--- config.mk ---
export PLATFORM = sky130hd
export DESIGN_NAME = fmpf_cell
export DESIGN_NICKNAME = d
export VERILOG_FILES = /design/src/design/first_match_packet_filter_unit_assert.svh /design/src/design/fmpf_pkg.sv /design/src/design/fmpf_cell.sv
export SDC_FILE = /design/constraint.sdc
export NUM_CORES = 1
export LEC_CHECK = 0
export ABC_CLOCK_PERIOD_IN_PS = 4800
export BUFFER_PORTS_ARGS = -buffer_cell sky130_fd_sc_hd__clkbuf_2
export CAP_MARGIN = 15
export CORE_MARGIN = 3
export CORE_UTILIZATION = 40
export DETAILED_ROUTE_END_ITERATION = 8
export GPL_ROUTABILITY_DRIVEN = 0
export GPL_TIMING_DRIVEN = 0
export PLACE_DENSITY = 0.75
export SYNTH_ARGS = -nofsm -noshare
export SYNTH_HDL_FRONTEND = slang
export SYNTH_SLANG_ARGS = --single-unit
--- constraint.sdc ---
create_clock -name clk_i -period 4.8 [get_ports clk_i]
set_clock_uncertainty 0.2 [all_clocks]
set_input_delay 0.96 -clock clk_i [delete_from_list [all_inputs] [get_ports clk_i]]
set_output_delay 0.96 -clock clk_i [all_outputs]
set_load 0.1 [all_outputs]
--- src/design/first_match_packet_filter_unit_assert.svh ---
// Assertion macros for the first-match packet filter.
`ifndef FIRST_MATCH_PACKET_FILTER_UNIT_ASSERT_SVH
`define FIRST_MATCH_PACKET_FILTER_UNIT_ASSERT_SVH

`ifndef ASSERT_OFF

`define FMPF_ASSERT(label, prop, msg) \
  label: assert property (@(posedge clk_i) disable iff (!rst_ni) prop) else $error(msg);

`define FMPF_ASSERT_NEVER(label, cond, msg) \
  label: assert property (@(posedge clk_i) disable iff (!rst_ni) !(cond)) else $error(msg);

`else

`define FMPF_ASSERT(label, prop, msg)

`define FMPF_ASSERT_NEVER(label, cond, msg)

`endif

`endif

--- src/design/fmpf_pkg.sv ---
// Types and constants shared by the first-match packet filter.
package fmpf_pkg;

  localparam int RULE_SLOTS_DEF = 64;

  localparam logic OP_WRITE    = 1'b0;
  localparam logic OP_CLASSIFY = 1'b1;

  localparam logic [1:0] SEL_ANY   = 2'd0;
  localparam logic [1:0] SEL_TCP   = 2'd1;
  localparam logic [1:0] SEL_UDP   = 2'd2;
  localparam logic [1:0] SEL_OTHER = 2'd3;

  localparam logic [7:0] IP_PROTO_TCP = 8'd6;
  localparam logic [7:0] IP_PROTO_UDP = 8'd17;

  localparam logic ACTION_ALLOW = 1'b1;

  typedef struct packed {
    logic        opcode;
    logic [5:0]  rule_index;
    logic [31:0] src_addr;
    logic [31:0] dst_addr;
    logic        src_any;
    logic        dst_any;
    logic [15:0] src_port;
    logic [15:0] dst_port;
    logic [1:0]  proto_select;
    logic [7:0]  ip_protocol;
    logic        ports_present;
    logic        allow_action;
  } fmpf_req_t;

  typedef struct packed {
    logic       permit;
    logic       matched;
    logic [5:0] match_index;
  } fmpf_rsp_t;

  // One stored rule.
  typedef struct packed {
    logic        src_any;
    logic [31:0] src_addr;
    logic        dst_any;
    logic [31:0] dst_addr;
    logic [15:0] src_port;
    logic [15:0] dst_port;
    logic [1:0]  proto_sel;
    logic        allow;
  } fmpf_rule_t;

  // Packet header walking down the cell row.
  typedef struct packed {
    logic [31:0] src_addr;
    logic [31:0] dst_addr;
    logic [15:0] src_port;
    logic [15:0] dst_port;
    logic [7:0]  ip_protocol;
    logic        ports_present;
  } fmpf_hdr_t;

  // Search status handed from cell to cell.
  typedef struct packed {
    logic       valid;
    logic       hit;
    logic       permit;
    logic [5:0] index;
  } fmpf_carry_t;

endpackage

--- src/design/fmpf_cell.sv ---
// One rule cell: holds a rule and checks the passing header against it.
module fmpf_cell
  import fmpf_pkg::*;
#(
  parameter int CellIdx = 0
) (
  input  logic        clk_i,
  input  logic        rst_ni,
  input  logic        wr_en_i,
  input  logic [5:0]  wr_idx_i,
  input  fmpf_rule_t  wr_rule_i,
  input  logic [6:0]  rule_count_i,
  input  fmpf_hdr_t   hdr_i,
  input  fmpf_carry_t carry_i,
  output fmpf_hdr_t   hdr_o,
  output fmpf_carry_t carry_o
);

  fmpf_rule_t  rule_q;
  fmpf_hdr_t   hdr_q;
  logic        valid_q;
  logic        hit_q, hit_d;
  logic        permit_q, permit_d;
  logic [5:0]  index_q, index_d;

  logic active;
  logic src_ok, dst_ok, proto_ok, tcp_udp, ports_ok, rule_hit;

  // Store the rule when the write targets this slot.
  always_ff @(posedge clk_i) begin
    if (wr_en_i && (32'(wr_idx_i) == 32'(CellIdx))) begin
      rule_q <= wr_rule_i;
    end
  end

  always_comb begin
    active   = 32'(rule_count_i) > 32'(CellIdx);
    src_ok   = rule_q.src_any || (rule_q.src_addr == hdr_i.src_addr);
    dst_ok   = rule_q.dst_any || (rule_q.dst_addr == hdr_i.dst_addr);
    proto_ok = !((rule_q.proto_sel == SEL_TCP) && (hdr_i.ip_protocol != IP_PROTO_TCP)) &&
               !((rule_q.proto_sel == SEL_UDP) && (hdr_i.ip_protocol != IP_PROTO_UDP));
    tcp_udp  = (hdr_i.ip_protocol == IP_PROTO_TCP) || (hdr_i.ip_protocol == IP_PROTO_UDP);
    ports_ok = !(tcp_udp && hdr_i.ports_present) ||
               (((rule_q.src_port == '0) || (rule_q.src_port == hdr_i.src_port)) &&
                ((rule_q.dst_port == '0) || (rule_q.dst_port == hdr_i.dst_port)));
    rule_hit = active && src_ok && dst_ok && proto_ok && ports_ok;

    hit_d    = carry_i.hit;
    permit_d = carry_i.permit;
    index_d  = carry_i.index;
    // Take the first hit only; later cells pass it through.
    if (!carry_i.hit && rule_hit) begin
      hit_d    = 1'b1;
      permit_d = rule_q.allow;
      index_d  = 6'(CellIdx);
    end
  end

  always_ff @(posedge clk_i or negedge rst_ni) begin
    if (!rst_ni) begin
      valid_q <= 1'b0;
    end else begin
      valid_q <= carry_i.valid;
    end
  end

  always_ff @(posedge clk_i) begin
    hdr_q    <= hdr_i;
    hit_q    <= hit_d;
    permit_q <= permit_d;
    index_q  <= index_d;
  end

  assign hdr_o          = hdr_q;
  assign carry_o.valid  = valid_q;
  assign carry_o.hit    = hit_q;
  assign carry_o.permit = permit_q;
  assign carry_o.index  = index_q;

endmodule

==> metrics.md, run 1 <==
| Metric | Value |
|---|---|
| Initial Util | `between 40% and 50%` |
| Reg2Reg Setup Slack | `2.20 ns` |
| Initial antenna violation count | `0` |
| Worst Max-Slew Pin Slew | `0.6617 ns` |
| Syn Nets | `between 600 and 700` |
| Nets@finish | `982` |
| Post-CTS setup buffer count | `0` |
| Avg Inst Size Synth | `17.44 um2` |
| GRT overflow | `0` |
| Commonest non-fill, non-tap cells in the layout | `clkbuf_2, dfxtp_1, edfxtp_1, xnor2_1, nand4_1` |
| Post_cts resized | `0` |
| Total CTS buffers | `22` |
| Clock network power share | `38.6%` |
| Port bufs | `roughly 340` |
| Synth Area in Compound Gates | `less than 1%` |
| Core area | `roughly 16000 um2` |
| Max VDD drop | `0.3467 mV` |
| I/O pin cnt | `345` |
| Largest net degree at the start of global routing | `55` |
| Largest family of logic cells by synthesized area | `XOR/XNOR gates` |
| Synth area leaders | `edfxtp_1, dfxtp_1, xnor2_1` |
| ANT nets after route | `0` |
| Critical path fanouts, max | `8` |
| GRT met2 Usage | `between 30% and 40%` |
| P_int | `3.077 mW` |
| Data required, critical path | `~5 ns` |
| Drt pass-1 iters | `4` |
| Hold buffers post-CTS | `0` |
| Final period utilization | `between 50% and 60%` |
| H-tree Lvls | `1` |
| Simple-gate share of the synthesized area | `6.479%` |
| PD cells | `roughly 450 nW/um2` |
| Row cnt | `46` |
| DP Wirelength | `~13 mm` |
| Vias in the first global route | `4530` |
| Met3 Use GR | `4.918%` |
| Die width | `135.1 um` |
| Final wirelength | `15.75 mm` |
| Netlist Area Pre-Place | `roughly 6700 um2` |
| Sequential share of the synthesized area | `79.85%` |
| XOR/XNOR share of the synthesized area | `about an eighth` |
| DRC viols | `0` |
| Syn-to-layout area delta | `40.83%` |
| Outcome | `completed` |
| WP data arrival | `2.98 ns` |
| Ys Warns | `0` |
| Synth top area share | `45.52%` |
| Max-cap violations | `0` |
| Die footprint | `18240 um2` |
| Crit path kind | `in2reg` |
| Post-layout util | `between 50% and 60%` |
| Final Max Slew Viols | `0` |
| Reg clk slew, reported paths | `roughly 0.06 ns` |
| Worst r2r src | `rule_q[89]` |
| CTS tree | `yes` |
| Reg2Reg Depth | `6` |
| Comb power frac | `14.1%` |
| Sw frac | `a little over a quarter` |
| Post-Synth Adder-Cell Area | `0%` |
| Net load switching power | `1.134 mW` |
| Hold Path Class | `in2async` |
| Hold Fails Final Rpt | `0` |
| Mux contribution to synthesized area | `0.2254%` |
| DIE HEIGHT | `~140 um` |
| WHS | `roughly 0.039 ns` |
| Layout cells sized above 1 | `50.72%` |
| Cells after synthesis | `382` |
| CTS root buffer | `clkbuf_16` |
| Ant. Diodes | `0` |
| Final setup viols | `0` |
| FILL cells | `approximately 1300` |
| Synth area leader | `edfxtp_1` |
| Seq cells post-synth | `215` |
| M1 GR Usage | `17.81%` |
| Startpoint types | `input pin` |
| Pwr Total | `4.211 mW` |
| FMAX | `0.3574 GHz` |
| DR vias/cell | `4.386` |
| GRT Max-Usage Layer | `met2` |
| Vias | `4311` |
| Pleak | `between 3 and 4 nW` |
| Reg power frac | `47.3%` |
| Iteration-0 DRC Markers | `112` |
| Relative slew slack | `between 50 and 60%` |
| Gr usage total | `16.42%` |
| R2R Path End | `permit_q` |
| RSZ-0062 raised after global routing | `no` |
| Final Critical Period | `2.798 ns` |
| Worst setup EP type | `register` |
| Clock buffer depth | `3` |
| WL/cell | `16.02 um` |
| Yosys cell types | `23` |
| First-pass GRT wire length | `23.18 mm` |
| Most common cell after layout, fill and taps aside | `clkbuf_2` |
| Clock sinks | `around 220` |
| Worst-Skew Late Latency | `0.49 ns` |
==> per-stage QoR <==
stage                     setup slack (ns)  TNS (ns)  std cells  area [um2]
after CTS                            1.961         0        983        9383
after detailed placement             1.460         0        943        8687
after global routing                 1.819         0        983        9383
final                                2.002         0        983        9383
after floorplan                     0.5175         0        382        6663
after global placement             -0.5525    -55.11        942        8655
==> flip-flops by register name, summed over array words and instances, names as in the netlist <==
register and count:
hdr_o 105, rule_q 101, index_q 6, hit_q 1, permit_q 1, valid_q 1
==> cell type report <==
cell class	instances	area, um2	area share, %
Buffer	3	22.52	0.2400
Clock buffer	34	636.9	6.788
Clock inverter	6	58.81	0.6268
Multi-Input combinational cell	164	1325	14.12
Sequential cell	215	5320	56.70
Tap cell	216	270.3	2.880
Timing Repair Buffer	345	1749	18.64
==> power by group through the flow <==
| stage | Clock [mW] | Combinational, mW | Sequential, mW |
|---|---|---|---|
| floorplan | 0 | 0.0620 | 2.39 |
| CTS | 1.67 | 0.599 | 1.99 |
| finish | 1.63 | 0.594 | 1.99 |
| global placement | 0 | 0.593 | 2.03 |
| detailed placement | 0 | 0.598 | 2.03 |
| global route | 1.74 | 0.618 | 1.99 |
==> Yosys cell counts (all sizes together) <==
cell    number
or4          1
or2          1
mux2         1
nand2b       3
o21ai        1
nor4        19
edfxtp     101
nor3         1
and4bb       1
dfrtp        1
o211ai       1
nor2b        2
dfxtp      113
a21oi        4
nor2         1
buf          3
nor4bb       1
and3         1
and2b        4
and4         1
nand4       25
xnor2       96
==> layer usage <==
metal / up-vias / share of wire, %
met5: - / 0
met4: 0 / 2.7
met3: 32 / 9.7
met2: 219 / 52
met1: 1940 / 35
li1: 2120 / -
==> worst max-delay path, stage by stage <==
cell and delay (ns):
clkbuf_2 0.11, xnor2_1 0.17, nand4_1 0.13, nor4_1 0.55, a21oi_1 0.26, nor4_4 0.46, mux2_4 0.34
==> worst max-delay path by stage <==
| stage | from | endpoint | slack [ns] | depth (start not counted) |
|---|---|---|---|---|
| 2_1_floorplan | wr_idx_i[1] | rule_q[0] | 0.52 | 2 |
| 3_3_place_gp | wr_idx_i[1] | rule_q[80] | -0.55 | 3 |
| 3_5_place_dp | hdr_i[84] | permit_q | 1.46 | 7 |
| 4_1_cts | hdr_i[76] | permit_q | 1.96 | 7 |
| 5_1_grt | hdr_i[102] | permit_q | 1.82 | 7 |
| 6_report | hdr_i[76] | permit_q | 2.00 | 7 |
==> kinds of logic (layout without fill, tap and decap cells) <==
logic type      after synthesis  count (layout)
flops                       215             215
buf+inv                       3             388
xor+xnor                     96              96
mux                           1               1
compound gates                6               6
simple gates                 61              61
Note: power is estimated with default switching activity, not from simulation.
==> run 2: changes to the inputs <==
Settings changed: ABC_CLOCK_PERIOD_IN_PS 4800 to 2700.
Clock period 4.8 ns to 2.7 ns, I/O delays scaled along.
==> run 2 against run 1 <==
Via count up 16%. Clock power up 80%. Combinational power up 110%. Die area unchanged. Wire length up 22%. Register-to-register slack worse by 1.9 ns. Global-route usage up 3.7 points. Power up 83%. Largest power group unchanged. Highest routed layer unchanged.
==> metrics.md, run 2 (synthesis results as in run 1) <==
| Metric | Value |
|---|---|
| Outcome | `completed` |
| DIE HEIGHT | `135.1 um` |
| WL/cell | `~17 um` |
| Reg clk slew, reported paths | `roughly 0.060 ns` |
| Critical path fanouts, max | `8` |
| Most common cell after layout, fill and taps aside | `clkbuf_2` |
| Final Max Slew Viols | `0` |
| FMAX | `approximately 0.39 GHz` |
| Post-layout util | `66.19%` |
| Clock buffer depth | `3` |
| Seq. cell area | `5320 um2` |
| DR vias/cell | `4.528` |
| Non-Filler Instances | `1107` |
| Footprint of the multi-input gates | `1354 um2` |
| Port bufs | `about 340` |
| Row cnt | `46` |
| WHS | `~0.020 ns` |
| Final wirelength | `about 19 mm` |
| I/O pin cnt | `between 300 and 400` |
| Vias | `around 5000` |
| Core area | `16120 um2` |
| Max-cap violations | `0` |
| Initial Util | `41.34%` |
| Max VDD drop | `0.5327 mV` |
| DRC viols | `0` |
| Relative slew slack | `55.79%` |
| Drt pass-1 iters | `4` |
| Final period utilization | `95.53%` |
| Max reg flops | `105` |
| Crit-path slowest cell | `dlygate4sd3_1` |
| Worst Max-Slew Pin Slew | `0.6632 ns` |
| Final setup viols | `0` |
| Vias in the first global route | `5574` |
| Clock sinks | `~220` |
| Largest net degree at the start of global routing | `56` |
| Worst setup EP type | `register` |
| Worst path max stage delay | `0.54 ns` |
| Commonest non-fill, non-tap cells in the layout | `clkbuf_2, dlygate4sd3_1, dfxtp_1, edfxtp_1, xnor2_1` |
| Initial antenna violation count | `1` |
| First-pass GRT wire length | `28.42 mm` |
| Data required, critical path | `2.87 ns` |
| Placed cells | `943` |
| Syn-to-layout area delta | `60.09%` |
| Total CTS buffers | `22` |
| Pleak | `4.483 nW` |
| Setup ws final | `~0.12 ns` |
| CTS root buffer | `clkbuf_16` |
| ANT nets after route | `0` |
| Final Critical Period | `2.579 ns` |
| Layout cells sized above 1 | `44.61%` |
| Finished Cell Area | `10670 um2` |
| Pre-CTS setup slack | `-0.1928 ns` |
| Final setup TNS | `0 ns` |
| Pwr Total | `roughly 7.7 mW` |
| Startpoint types | `input pin` |
| PD cells | `a little over 700 nW/um2` |
| CTS tree | `yes` |
| Nets@finish | `approximately 1100` |
| H-tree Lvls | `1` |
| Placed instance area | `8687 um2` |
| GRT overflow | `0` |
| Iteration-0 DRC Markers | `183` |
| Gr usage total | `between 20% and 30%` |
| Hold Fails Final Rpt | `0` |
| Crit path kind | `in2reg` |
| Worst-Skew Late Latency | `0.49 ns` |
| WP data arrival | `2.75 ns` |
| DP Wirelength | `12.54 mm` |
| Die footprint | `18240 um2` |
| Die width | `135.1 um` |
| Hold Path Class | `in2reg` |
| RSZ-0062 raised after global routing | `no` |
| FILL cells | `approximately 1100` |
| Crit path cell chain | `dlygate4sd3_1, clkbuf_2, xnor2_1, nand4_1, nor4_2, a21oi_2, nor4_4, buf_6, mux2_4` |
-- run 2: cell types whose count changed in the layout (fill, tap and decap cells not counted), sizes merged --
cell and delta:
dlygate4sd3 +123, clkbuf -4, buf +1, clkinv +1
clkinvlp +1, diode +1, inv +1
-- run 2: final cells by class --
class | instances | share of cell area, %
Timing Repair Buffer | 469 | 28.05
Clock inverter | 9 | 0.6921
Multi-Input combinational cell | 164 | 12.69
Antenna cell | 1 | 0.02346
Buffer | 3 | 0.2111
Tap cell | 216 | 2.534
Clock buffer | 30 | 5.924
Sequential cell | 215 | 49.88
-- run 2: per-layer routing --
metal	global-route usage [%]	part of all wire (%)	vias to the layer above
met5	0	0	-
met4	6.327	2.9	0
met3	6.073	8.3	45
met2	39.30	55	257
met1	20.14	34	2348
li1	-	-	2363
-- run 2: worst paths after layout --
kind                       startpoint        end  slack (ns)  cells past startpoint
setup / recovery            hdr_i[60]   permit_q        0.12                      9
hold / removal              hdr_i[49]  hdr_o[49]        0.02                      1
setup reg to reg           rule_q[92]   permit_q        0.32                      7
hold reg to reg             rule_q[0]   permit_q        0.28                      1
max in group asynchronous      rst_ni    valid_q        2.04                      2
min in group asynchronous      rst_ni    valid_q        0.17                      2
-- run 2: critical path: cells and delay by family --
| family | cells | cell delay [ns] |
|---|---|---|
| buf+inv | 3 | 0.83 |
| xor+xnor | 1 | 0.16 |
| simple gates | 3 | 0.78 |
| compound gates | 1 | 0.14 |
| mux | 1 | 0.29 |
-- run 2: what timing repair did --
action	CTS	global route
hold buffers	123	0
resized for setup	0	6
endpoints found under the hold margin	123	0
buffers inserted	0	1
setup endpoints to repair	0	8
-- run 2: power by group --
group          total, mW  switching (mW)  internal [mW]
Clock               2.93            1.19           1.73
Sequential          3.54          0.0319           3.51
Combinational       1.22           0.866          0.356
